--- config.mk ---
export PLATFORM = sky130hd
export DESIGN_NAME = rgb_level_command_parser
export DESIGN_NICKNAME = d
export VERILOG_FILES = /design/src/design/rgbl_pkg.sv /design/src/design/rgbl_decode.sv /design/src/design/rgbl_parse.sv /design/src/design/rgb_level_command_parser.sv
export VERILOG_INCLUDE_DIRS = /design/src /design/src/design
export SDC_FILE = /design/constraint.sdc
export NUM_CORES = 1
export LEC_CHECK = 0
export BUFFER_PORTS_ARGS = -buffer_cell sky130_fd_sc_hd__buf_2
export CORE_MARGIN = 4
export CORE_UTILIZATION = 35
export DETAILED_ROUTE_END_ITERATION = 8
export HOLD_SLACK_MARGIN = 0.15
export PLACE_DENSITY = 0.61
export SLEW_MARGIN = 10
export SYNTH_ARGS = -nofsm -noshare
export SYNTH_HDL_FRONTEND = slang
export SYNTH_SLANG_ARGS = --single-unit
--- constraint.sdc ---
create_clock -name clk -period 5.8 [get_ports clk]
set_clock_uncertainty 0.2 [all_clocks]
set_input_delay 1.16 -clock clk [delete_from_list [all_inputs] [get_ports clk]]
set_output_delay 1.16 -clock clk [all_outputs]
set_load 0.05 [all_outputs]
--- src/design/rgb_level_command_parser_defines.svh ---
// Assertion macros for the RGB level command parser.
// Needs a clock named clk and a synchronous reset named rst in the using scope.
`ifndef RGB_LEVEL_COMMAND_PARSER_DEFINES_SVH
`define RGB_LEVEL_COMMAND_PARSER_DEFINES_SVH

`ifndef SYNTHESIS

`define RGBL_ASSERT_NOW(label, cond) \
  label: assert property (@(posedge clk) disable iff (rst) (cond)) \
    else $error("rgbl assertion failed");

`define RGBL_ASSERT_NEXT(label, ante, cons) \
  label: assert property (@(posedge clk) disable iff (rst) (ante) |=> (cons)) \
    else $error("rgbl assertion failed");

`else

`define RGBL_ASSERT_NOW(label, cond)

`define RGBL_ASSERT_NEXT(label, ante, cons)

`endif

`endif

--- src/design/rgbl_pkg.sv ---
// Shared types and constants for the RGB level command parser.
// No dependencies; used by rgbl_decode, rgbl_parse and the top level.
package rgbl_pkg;

  localparam int unsigned LEVEL_W = 8;
  localparam int unsigned NIBBLE_W = 4;

  localparam logic [7:0] CHAR_ZERO    = 8'h30;
  localparam logic [7:0] CHAR_NINE    = 8'h39;
  localparam logic [7:0] CHAR_UPPER_A = 8'h41;
  localparam logic [7:0] CHAR_UPPER_F = 8'h46;
  localparam logic [7:0] CHAR_LOWER_A = 8'h61;
  localparam logic [7:0] CHAR_LOWER_F = 8'h66;
  localparam logic [NIBBLE_W-1:0] LETTER_OFFSET = 4'd9;

  localparam logic [LEVEL_W-1:0] LEVEL_FULL = 8'hFF;
  localparam logic [LEVEL_W-1:0] LEVEL_OFF  = 8'h00;

  typedef enum logic [1:0] {
    POS_IDLE   = 2'd0,
    POS_FIRST  = 2'd1,
    POS_SECOND = 2'd2
  } pos_t;

  typedef enum logic [1:0] {
    COLOR_RED   = 2'd0,
    COLOR_GREEN = 2'd1,
    COLOR_BLUE  = 2'd2
  } color_t;

  typedef enum logic [2:0] {
    CMD_NONE,
    CMD_RED,
    CMD_GREEN,
    CMD_BLUE,
    CMD_REPORT,
    CMD_WHITE,
    CMD_OFF,
    CMD_START
  } cmd_t;

  typedef struct packed {
    logic                is_hex;
    logic [NIBBLE_W-1:0] hex_val;
    cmd_t                cmd;
  } class_t;

  typedef struct packed {
    logic [LEVEL_W-1:0] red;
    logic [LEVEL_W-1:0] green;
    logic [LEVEL_W-1:0] blue;
    logic               updated;
    logic               report;
    color_t             color;
    logic [LEVEL_W-1:0] level;
  } result_t;

endpackage

--- src/design/rgbl_decode.sv ---
// Character classifier: hex digit value and idle command letter of one byte.
// Depends on rgbl_pkg.
module rgbl_decode (
  input  logic [7:0]      rx_byte,
  output rgbl_pkg::class_t cls
);
  import rgbl_pkg::*;

  always_comb begin
    cls.is_hex  = 1'b1;
    cls.hex_val = rx_byte[NIBBLE_W-1:0];
    case (rx_byte) inside
      [CHAR_ZERO:CHAR_NINE]: cls.hex_val = rx_byte[NIBBLE_W-1:0];
      [CHAR_UPPER_A:CHAR_UPPER_F],
      [CHAR_LOWER_A:CHAR_LOWER_F]: cls.hex_val = rx_byte[NIBBLE_W-1:0] + LETTER_OFFSET;
      default: begin
        cls.is_hex  = 1'b0;
        cls.hex_val = '0;
      end
    endcase

    case (rx_byte) inside
      "r", "R": cls.cmd = CMD_RED;
      "g", "G": cls.cmd = CMD_GREEN;
      "b", "B": cls.cmd = CMD_BLUE;
      "p", "P": cls.cmd = CMD_REPORT;
      "w", "W": cls.cmd = CMD_WHITE;
      "o", "O": cls.cmd = CMD_OFF;
      "c", "C": cls.cmd = CMD_START;
      default:  cls.cmd = CMD_NONE;
    endcase
  end

endmodule

--- src/design/rgbl_parse.sv ---
// Parser state (position, color, levels, pending nibble) and its update per item.
// Depends on rgbl_pkg; fed by rgbl_decode.
module rgbl_parse (
  input  logic              clk,
  input  logic              rst,
  input  logic              advance,
  input  rgbl_pkg::class_t  cls,
  output rgbl_pkg::result_t res,
  output rgbl_pkg::pos_t    pos
);
  import rgbl_pkg::*;

  color_t              color, color_next;
  pos_t                pos_next;
  logic [LEVEL_W-1:0]  red, red_next;
  logic [LEVEL_W-1:0]  green, green_next;
  logic [LEVEL_W-1:0]  blue, blue_next;
  logic [NIBBLE_W-1:0] nibble, nibble_next;
  logic [LEVEL_W-1:0]  cmd_value;

  assign cmd_value = {nibble, cls.hex_val};

  always_comb begin
    pos_next    = POS_IDLE;
    color_next  = color;
    red_next    = red;
    green_next  = green;
    blue_next   = blue;
    nibble_next = nibble;
    res.updated = 1'b0;
    res.report  = 1'b0;
    res.color   = COLOR_RED;
    res.level   = LEVEL_OFF;

    case (pos)
      POS_FIRST: begin
        if (cls.is_hex) begin
          nibble_next = cls.hex_val;
          pos_next    = POS_SECOND;
        end else begin
          nibble_next = '0;
        end
      end
      POS_SECOND: begin
        nibble_next = '0;
        if (cls.is_hex) begin
          res.updated = 1'b1;
          case (color)
            COLOR_GREEN: green_next = cmd_value;
            COLOR_BLUE:  blue_next  = cmd_value;
            default:     red_next   = cmd_value;
          endcase
        end
      end
      default: begin
        case (cls.cmd)
          CMD_RED:   color_next = COLOR_RED;
          CMD_GREEN: color_next = COLOR_GREEN;
          CMD_BLUE:  color_next = COLOR_BLUE;
          CMD_REPORT: begin
            res.report = 1'b1;
            case (color)
              COLOR_GREEN: begin
                res.color = COLOR_GREEN;
                res.level = green;
              end
              COLOR_BLUE: begin
                res.color = COLOR_BLUE;
                res.level = blue;
              end
              default: begin
                res.color = COLOR_RED;
                res.level = red;
              end
            endcase
          end
          CMD_WHITE: begin
            red_next    = LEVEL_FULL;
            green_next  = LEVEL_FULL;
            blue_next   = LEVEL_FULL;
            res.updated = 1'b1;
          end
          CMD_OFF: begin
            red_next    = LEVEL_OFF;
            green_next  = LEVEL_OFF;
            blue_next   = LEVEL_OFF;
            res.updated = 1'b1;
          end
          CMD_START: pos_next = POS_FIRST;
          default:   pos_next = POS_IDLE;
        endcase
      end
    endcase

    res.red   = red_next;
    res.green = green_next;
    res.blue  = blue_next;
  end

  // Commit the new state only when the item moves into the result register.
  always_ff @(posedge clk) begin
    if (rst) begin
      pos    <= POS_IDLE;
      color  <= COLOR_RED;
      red    <= LEVEL_OFF;
      green  <= LEVEL_OFF;
      blue   <= LEVEL_OFF;
      nibble <= '0;
    end else if (advance) begin
      pos    <= pos_next;
      color  <= color_next;
      red    <= red_next;
      green  <= green_next;
      blue   <= blue_next;
      nibble <= nibble_next;
    end
  end

endmodule

--- src/design/rgb_level_command_parser.sv ---
// Top level of the RGB level command parser: input register, decode, parse, result register.
// Depends on rgbl_pkg, rgbl_decode, rgbl_parse and rgb_level_command_parser_defines.svh.
//
//  channel  handshake              payload
//  in       in_valid / in_ready    rx_byte
//  out      out_valid / out_ready  red_level green_level blue_level levels_updated
//                                  report_valid report_color report_level
//
// An accepted item sits in the input register while decode and parse form the next value of
// the result register. One item per cycle is sustained while the result is not stalled;
// the state commits as the item enters the result register.
// Reset clears both register valids and the parser state (idle, red, all levels zero).
// A stalled result holds the result register; the input register still takes one more item.
`include "rgb_level_command_parser_defines.svh"

module rgb_level_command_parser (
  input  logic       clk,
  input  logic       rst,
  input  logic       in_valid,
  output logic       in_ready,
  input  logic [7:0] rx_byte,
  output logic       out_valid,
  input  logic       out_ready,
  output logic [7:0] red_level,
  output logic [7:0] green_level,
  output logic [7:0] blue_level,
  output logic       levels_updated,
  output logic       report_valid,
  output logic [1:0] report_color,
  output logic [7:0] report_level
);
  import rgbl_pkg::*;

  logic       in_q_valid;
  logic [7:0] in_q_byte;
  logic       advance;
  class_t     cls;
  result_t    res;
  result_t    res_q;
  pos_t       pos;

  assign advance  = in_q_valid && (!out_valid || out_ready);
  assign in_ready = !in_q_valid || advance;

  always_ff @(posedge clk) begin
    if (rst) begin
      in_q_valid <= 1'b0;
    end else if (in_valid && in_ready) begin
      in_q_valid <= 1'b1;
    end else if (advance) begin
      in_q_valid <= 1'b0;
    end
  end

  always_ff @(posedge clk) begin
    if (in_valid && in_ready) begin
      in_q_byte <= rx_byte;
    end
  end

  rgbl_decode u_decode (
    .rx_byte (in_q_byte),
    .cls     (cls)
  );

  rgbl_parse u_parse (
    .clk     (clk),
    .rst     (rst),
    .advance (advance),
    .cls     (cls),
    .res     (res),
    .pos     (pos)
  );

  always_ff @(posedge clk) begin
    if (rst) begin
      out_valid <= 1'b0;
    end else if (advance) begin
      out_valid <= 1'b1;
    end else if (out_ready) begin
      out_valid <= 1'b0;
    end
  end

  always_ff @(posedge clk) begin
    if (advance) begin
      res_q <= res;
    end
  end

  assign red_level      = res_q.red;
  assign green_level    = res_q.green;
  assign blue_level     = res_q.blue;
  assign levels_updated = res_q.updated;
  assign report_valid   = res_q.report;
  assign report_color   = res_q.color;
  assign report_level   = res_q.level;

  // A waiting input item is never dropped before it reaches the result register.
  `RGBL_ASSERT_NEXT(a_input_held, in_q_valid && !advance, in_q_valid)
  // Report fields are zero whenever no report was requested.
  `RGBL_ASSERT_NOW(a_no_report_zero,
    !(out_valid && !report_valid) || (report_color == 2'd0 && report_level == 8'd0))
  // A report and a level update never come from the same item.
  `RGBL_ASSERT_NOW(a_report_or_update, !(out_valid && report_valid && levels_updated))
  // The parse position holds whenever no item advances.
  `RGBL_ASSERT_NEXT(a_pos_from_advance, !advance, $stable(pos))

endmodule
==> results.json, run 1 <==
{
  "cp.required_ns": 5.66,
  "routed-wl-met2_microns": 5550,
  "clock_path_buffers": 2,
  "synth_top_cells_by_count": "47 x sky130_fd_sc_hd__a21oi_1, 44 x sky130_fd_sc_hd__edfxtp_1, 41 x sky130_fd_sc_hd__nor2_1",
  "cts_tree": "yes",
  "cts_hold_buffers": 0,
  "placed_cells_incl_taps": 639,
  "yosysMostFrequentCell": "sky130_fd_sc_hd__a21oi_1",
  "synth_cell_type_count": 67,
  "worstPathCellList": "inv_1 -> ha_1 -> clkinv_1 -> nor2_1 -> nor2_2 -> a211oi_1 -> nor3_1",
  "layout_min_cycle_time_ns": 3.60,
  "max-slew-margin-rel_pct": 18.4,
  "avgSynthCellArea_sq_um": 10.0,
  "post-synth-top-area-cell": "sky130_fd_sc_hd__edfxtp_1",
  "cts_setup_buffers": 0,
  "synth_sequential_area_ratio_pct": 44.4,
  "met3_wirelength_microns": 932,
  "route.detailed.wl_per_inst_microns": 18.5,
  "first_pass_grt_wire_length_microns": 19100,
  "die_area_sq_um": 14800,
  "cpLargestDelayFamily": "simple AND/OR/NAND/NOR gates",
  "remaining_drc_errors": 0,
  "ys_warn_count": 0,
  "worst_skew_pair.late_latency_ns": 0.34,
  "grt_overflow": 0,
  "detail_route.iter0.violations": 394,
  "crit_path_max_cell_delay_ns": 0.76,
  "antenna_found_initial": 0,
  "worst-path-buf-inv": 2,
  "postPlaceCellArea_sq_um": 4810,
  "drt-met1-wl_microns": 5230,
  "maxCapViolations": 0,
  "drt.antenna.violating_nets": 0,
  "fmax_ghz": 0.278,
  "final_area_sq_um": 5130,
  "min-delay-path-class": "flop to flop",
  "post-synth-top-area-fraction_pct": 29.3,
  "groute.usage.overall_pct": 16.4,
  "placement_rows": 41,
  "cts.htree.levels": 3,
  "worst_path_max_delay_cell": "sky130_fd_sc_hd__ha_1",
  "worstMarginPinSlew_ns": 1.21,
  "firstDrtPassIters": 5,
  "run_status": "complete, no violations",
  "path_clk_slew_ns": 0.06,
  "maxUsedRoutingLayer": "met4",
  "power.density_cell_area_nw_per_um2": 261,
  "timing.critical_path.fanout_max": 20,
  "synth_edf_count": 44,
  "tns_ns": 0,
  "setup_viol": 0,
  "synth.top_cells.by_area": "sky130_fd_sc_hd__edfxtp_1 29%, sky130_fd_sc_hd__dfxtp_1 15%, sky130_fd_sc_hd__a221o_1 5.3%, sky130_fd_sc_hd__a21oi_1 5.2%, sky130_fd_sc_hd__a22o_1 4.1%",
  "fillerInstances": 1276,
  "floorplan.io_pins": 50,
  "sum_of_routed_wire_length_over_all_layers_microns": 12100,
  "final_layout_size_suffix_gt1_share_pct": 19.5,
  "largest_net_degree_at_the_start_of_global_routing": 43,
  "postSynth.asyncResetShare_pct": 0,
  "synthesis.instances": 450,
  "dp_slack_ns": 1.72,
  "rsz0062_at_grt": "no",
  "ctsResizeCount": 0,
  "avgViaCountPerCell": 5.88,
  "largest_voltage_drop_on_the_vdd_net_mv": 0.224,
  "detailed_placement_hpwl_microns": 8130,
  "gp_congestion": 0.885,
  "post_synth_net_total": 471,
  "postSynthRegisterBits": 78,
  "final.setup.worst_slack_ns": 2.20,
  "root_buffer": "sky130_fd_sc_hd__clkbuf_16",
  "post-route-period-util_pct": 62.0,
  "placement.io_buffers": 49,
  "synth-main-ff-cell": "sky130_fd_sc_hd__edfxtp_1",
  "critPathLaunchType": "flop",
  "hold_violations": 0,
  "stdcell_count": 655,
  "synth_area_sq_um": 4510,
  "route.vias.total": 3851,
  "crit_path_end_kind": "flop",
  "die_w_microns": 121,
  "number_of_global_route_vias_before_repair": 3721,
  "coreArea_sq_um": 12600,
  "floorplan.initialDensity_pct": 35.7,
  "layout-area-overhead-vs-synth_pct": 13.8,
  "p_leak_uw": 0.00173,
  "antennaDiodeCount": 0,
  "net_count_final": 499,
  "clock-sinks": 78,
  "finalMaxSlewViolations": 0,
  "timing_worst_setup_path_type": "flop to flop",
  "numCtsBuffers": 9,
  "floorplan.die.height_microns": 121,
  "cp.arrival_ns": 3.46
}
==> kinds of logic after synthesis <==
kind of cell	share of synthesized area [%]
AOI/OAI and AO/OA	30.0
xor gates and xnor gates	0.389
adders and majority gates	2.50
buffers and inverters	4.69
DFF	44.4
muxes	2.00
and+or+nand+nor	16.0
==> worst min-delay path, cell delays in order, from the launching register on <==
cell                      delay, ns
sky130_fd_sc_hd__dfxtp_1       0.32
sky130_fd_sc_hd__nand2_1       0.06
sky130_fd_sc_hd__a21oi_1       0.05
==> power breakdown <==
group	internal (uW)	leakage, uW	switching [uW]
Sequential	600	0.000686	12.1
Combinational	29.0	0.000890	89.4
Clock	376	0.000151	229
Total	1010	0.00173	331
==> placed cells by master, fill, tap and decap left out, types with 4 or more instances in the layout <==
master,netlist,layout
sky130_fd_sc_hd__and2_1,7,7
sky130_fd_sc_hd__a2111oi_0,6,6
sky130_fd_sc_hd__clkbuf_16,0,9
sky130_fd_sc_hd__inv_1,11,11
sky130_fd_sc_hd__o31ai_1,6,6
sky130_fd_sc_hd__a31oi_1,5,5
sky130_fd_sc_hd__edfxtp_1,44,44
sky130_fd_sc_hd__a21o_1,4,4
sky130_fd_sc_hd__a22oi_1,12,12
sky130_fd_sc_hd__dfxtp_1,34,34
sky130_fd_sc_hd__o311ai_0,4,4
sky130_fd_sc_hd__nor3_1,13,12
sky130_fd_sc_hd__nor2_1,41,41
sky130_fd_sc_hd__a22o_1,21,21
sky130_fd_sc_hd__or3_1,4,4
sky130_fd_sc_hd__nor2b_1,6,6
sky130_fd_sc_hd__o21ai_0,19,19
sky130_fd_sc_hd__ha_1,9,9
sky130_fd_sc_hd__nand3_1,7,7
sky130_fd_sc_hd__a221o_1,24,24
sky130_fd_sc_hd__buf_2,6,49
sky130_fd_sc_hd__a211oi_1,5,5
sky130_fd_sc_hd__nand2_1,19,19
sky130_fd_sc_hd__mux2i_1,9,9
sky130_fd_sc_hd__a21oi_1,47,47
==> routing by layer <==
layer | global-route usage, % | vias up
li1 | - | 1807
met1 | 21.5 | 1826
met2 | 26.3 | 185
met3 | 3.54 | 33
met4 | 6.72 | 0
met5 | 0 | -
==> registers in the layout (all words and copies together) (netlist names) <==
name / flops
u_parse.color: 2
green_level: 8
u_parse.green: 8
report_color: 2
in_q_valid: 1
u_parse.red: 8
u_parse.blue: 8
in_q_byte: 8
report_level: 8
u_parse.nibble: 4
out_valid: 1
blue_level: 8
report_valid: 1
red_level: 8
u_parse.pos: 2
levels_updated: 1
==> final timing paths <==
kind	start	to	slack [ns]	cells past startpoint
worst max-delay path	u_parse.pos[0]	red_level[2]	2.20	7
worst min-delay path	u_parse.pos[1]	u_parse.pos[1]	0.29	2
worst max register to register	u_parse.pos[0]	red_level[2]	2.20	7
worst min register to register	u_parse.pos[1]	u_parse.pos[1]	0.29	2
==> area by class of cell <==
cell class / count / area (sq um) / area share, %
multi-input combinational: 326 / 2300 / 44.8
sequential: 78 / 2000 / 39.0
timing repair buffer: 49 / 245 / 4.78
clock buffer: 10 / 229 / 4.46
tap: 172 / 215 / 4.20
clock inverter: 6 / 85.1 / 1.66
inverter: 14 / 52.6 / 1.02
==> per-stage QoR <==
| stage | hold WS (ns) | util [%] | power, uW |
|---|---|---|---|
| after floorplan | 0.249 | - | 714 |
| after global placement | 0.256 | 38.1 | 740 |
| after detailed placement | 0.281 | 38.1 | 742 |
| after CTS | 0.293 | 40.6 | 1350 |
| after global routing | 0.304 | 40.6 | 1380 |
| final | 0.286 | 40.6 | 1340 |
Power figures use the tool's default switching activity.
==> inputs of run 2 (changes only) <==
--- a/config.mk
+++ b/config.mk
@@ -6,12 +6,13 @@
 export SDC_FILE = /design/constraint.sdc
 export NUM_CORES = 1
 export LEC_CHECK = 0
+export ABC_AREA = 1
 export BUFFER_PORTS_ARGS = -buffer_cell sky130_fd_sc_hd__buf_2
 export CORE_MARGIN = 4
 export CORE_UTILIZATION = 35
 export DETAILED_ROUTE_END_ITERATION = 8
 export HOLD_SLACK_MARGIN = 0.15
-export PLACE_DENSITY = 0.61
+export PLACE_DENSITY = 0.63
 export SLEW_MARGIN = 10
 export SYNTH_ARGS = -nofsm -noshare
 export SYNTH_HDL_FRONTEND = slang
==> constraint.sdc (replaced) <==
create_clock -name clk -period 3.26 [get_ports clk]
set_clock_uncertainty 0.2 [all_clocks]
set_input_delay 0.652 -clock clk [delete_from_list [all_inputs] [get_ports clk]]
set_output_delay 0.652 -clock clk [all_outputs]
set_load 0.05 [all_outputs]
==> run 2 against run 1 <==
Effect of this change: utilization up 0.99 points; total power rose by 80%; sequential share of layout area rose by 0.84 points; die area shrank 3.5%; fmax increased by 39%; critical path type unchanged.
==> results.json, run 2 <==
{
  "post-synth-top-area-fraction_pct": 30.4,
  "number_of_global_route_vias_before_repair": 3550,
  "detailed_placement_hpwl_microns": 6900,
  "die_w_microns": 119,
  "cts_tree": "yes",
  "finalCoreUtilization_pct": 41.6,
  "power.density_cell_area_nw_per_um2": 479,
  "route.detailed.wl_per_inst_microns": 13.2,
  "avgSynthCellArea_sq_um": 7.50,
  "detail_route.iter0.violations": 308,
  "clock-sinks": 78,
  "most-common-layout-cells": "136 x sky130_fd_sc_hd__nand2_1, 78 x sky130_fd_sc_hd__inv_1, 75 x sky130_fd_sc_hd__o21ai_0",
  "route.vias.total": 3879,
  "synth_top_cells_by_count": "136 x sky130_fd_sc_hd__nand2_1, 79 x sky130_fd_sc_hd__inv_1, 75 x sky130_fd_sc_hd__o21ai_0",
  "layout_min_cycle_time_ns": 2.59,
  "postSynth.asyncResetShare_pct": 0,
  "cp.arrival_ns": 2.48,
  "stdcell_count": 788,
  "max-slew-margin-rel_pct": 32.2,
  "synth-main-ff-cell": "sky130_fd_sc_hd__edfxtp_1",
  "floorplan.die.height_microns": 119,
  "placement.io_buffers": 49,
  "drt.antenna.violating_nets": 0,
  "critPathLaunchType": "flop",
  "die_area_sq_um": 14300,
  "synth_sequential_area_ratio_pct": 46.1,
  "timing.critical_path.fanout_max": 8,
  "root_buffer": "sky130_fd_sc_hd__clkbuf_16",
  "remaining_drc_errors": 0,
  "cts_hold_buffers": 0,
  "finalMaxSlewViolations": 0,
  "largest_voltage_drop_on_the_vdd_net_mv": 0.267,
  "final_common_cell": "sky130_fd_sc_hd__nand2_1",
  "rsz0062_at_grt": "no",
  "largest_net_degree_at_the_start_of_global_routing": 85,
  "synth_cell_type_count": 32,
  "placement_rows": 40,
  "groute.usage.overall_pct": 14.5,
  "post_synth_net_total": 600,
  "crit_path_end_kind": "flop",
  "net_count_final": 636,
  "path_clk_slew_ns": 0.06,
  "floorplan.initialDensity_pct": 36.0,
  "ctsResizeCount": 0,
  "synth.top_cells.by_area": "sky130_fd_sc_hd__edfxtp_1 30%, sky130_fd_sc_hd__dfxtp_1 16%, sky130_fd_sc_hd__nand2_1 12%, sky130_fd_sc_hd__o21ai_0 8.6%, sky130_fd_sc_hd__a21oi_1 7.6%",
  "first_pass_grt_wire_length_microns": 17100,
  "setup_viol": 0,
  "antenna_found_initial": 0,
  "cts_setup_buffers": 0,
  "yosysMostFrequentCell": "sky130_fd_sc_hd__nand2_1",
  "grt_overflow": 0,
  "clock_path_buffers": 2,
  "maxCapViolations": 0,
  "ys_warn_count": 0,
  "sum_of_routed_wire_length_over_all_layers_microns": 10400,
  "antennaDiodeCount": 0,
  "layout-area-overhead-vs-synth_pct": 15.6,
  "synth_area_sq_um": 4340,
  "run_status": "complete, no violations",
  "synth_edf_count": 44,
  "final_layout_size_suffix_gt1_share_pct": 15.6,
  "worstMarginPinSlew_ns": 1.02,
  "synthesis.instances": 579,
  "timing_worst_setup_path_type": "flop to flop",
  "numCtsBuffers": 9,
  "coreArea_sq_um": 12100,
  "avgViaCountPerCell": 4.92,
  "min-delay-path-class": "flop to flop",
  "gp_congestion": 0.889,
  "post-synth-top-area-cell": "sky130_fd_sc_hd__edfxtp_1",
  "tns_ns": 0,
  "post-route-period-util_pct": 79.4,
  "p_leak_uw": 0.00212,
  "postSynthRegisterBits": 78,
  "cts.htree.levels": 3,
  "floorplan.io_pins": 50,
  "hold_violations": 0,
  "cp.required_ns": 3.15,
  "worst_skew_pair.late_latency_ns": 0.33,
  "firstDrtPassIters": 5,
  "placed_cells_incl_taps": 772,
  "fmax_ghz": 0.386
}
[run 2: cell types whose count changed after synthesis, sizes merged, moves of 7 or more]
cell,change
a221o,-24
nand3,+32
nand2,+118
mux2i,-9
a22o,-21
nor2,-14
a21oi,+17
nor3,-12
a22oi,-12
o21ai,+66
inv,+67
and2,-7
[run 2: cell type report]
class / count / area, sq um
Multi-Input combinational cell: 387 / 1890
Fill cell: 1218 / 7040
Clock buffer: 10 / 229
Timing Repair Buffer: 56 / 310
Clock inverter: 6 / 63.8
Inverter: 83 / 313
Sequential cell: 78 / 2000
Tap cell: 168 / 210
[run 2: per-layer routing]
metal	vias to the layer above	GRT usage, %	part of all wire [%]
li1	1978	-	-
met1	1758	19.4	47
met2	122	22.6	45
met3	21	3.94	5.7
met4	0	5.30	1.9
met5	-	0	0
[run 2: through the flow]
stage	setup WS (ns)	cell area [sq um]	hold slack (ns)	total power (uW)
finish	0.670	5020	0.290	2410
global route	0.409	5020	0.290	2510
CTS	0.688	5020	0.285	2430
detailed placement	0.712	4730	0.282	1450
global placement	0.821	4730	0.271	1440
floorplan	0.456	4340	0.257	1370
[run 2: final timing paths]
kind                                        from          endpoint  slack [ns]  cells after the start
worst max-delay path                in_q_byte[0]    green_level[0]        0.67                     11
worst min-delay path            u_parse.color[1]  u_parse.color[1]        0.29                      2
worst max register to register      in_q_byte[0]    green_level[0]        0.67                     11
worst min register to register  u_parse.color[1]  u_parse.color[1]        0.29                      2
[run 2: logic make-up (layout without fill, tap and decap cells)]
kind of cell	Yosys count	in the layout	share of synthesized area, %
AND/OR/NAND/NOR	214	214	21.6
AO/OA/AOI/OAI	163	163	19.3
buffers and inverters	114	155	10.3
flip-flops	78	78	46.1
adder cells (fa/ha/maj)	9	9	2.59
XOR/XNOR	1	1	0.202
[run 2: where the power goes]
| group | total (uW) | internal [uW] | switching [uW] | leakage, uW |
|---|---|---|---|---|
| Clock | 979 | 591 | 387 | 0.000140 |
| Sequential | 1130 | 1100 | 32.0 | 0.000701 |
| Combinational | 299 | 76.5 | 222 | 0.00128 |
| Total | 2410 | 1760 | 642 | 0.00212 |
[run 2: worst max-delay path: stages, from the launching register on]
cell and delay (ns):
sky130_fd_sc_hd__edfxtp_1 0.44, sky130_fd_sc_hd__inv_1 0.15, sky130_fd_sc_hd__ha_1 0.23, sky130_fd_sc_hd__nor2_1 0.06, sky130_fd_sc_hd__nand2_1 0.07, sky130_fd_sc_hd__nand3_2 0.18, sky130_fd_sc_hd__xor2_1 0.55, sky130_fd_sc_hd__nand3_1 0.17
sky130_fd_sc_hd__nand3_1 0.12, sky130_fd_sc_hd__nand2_1 0.06, sky130_fd_sc_hd__nand2_1 0.08, sky130_fd_sc_hd__inv_1 0.04
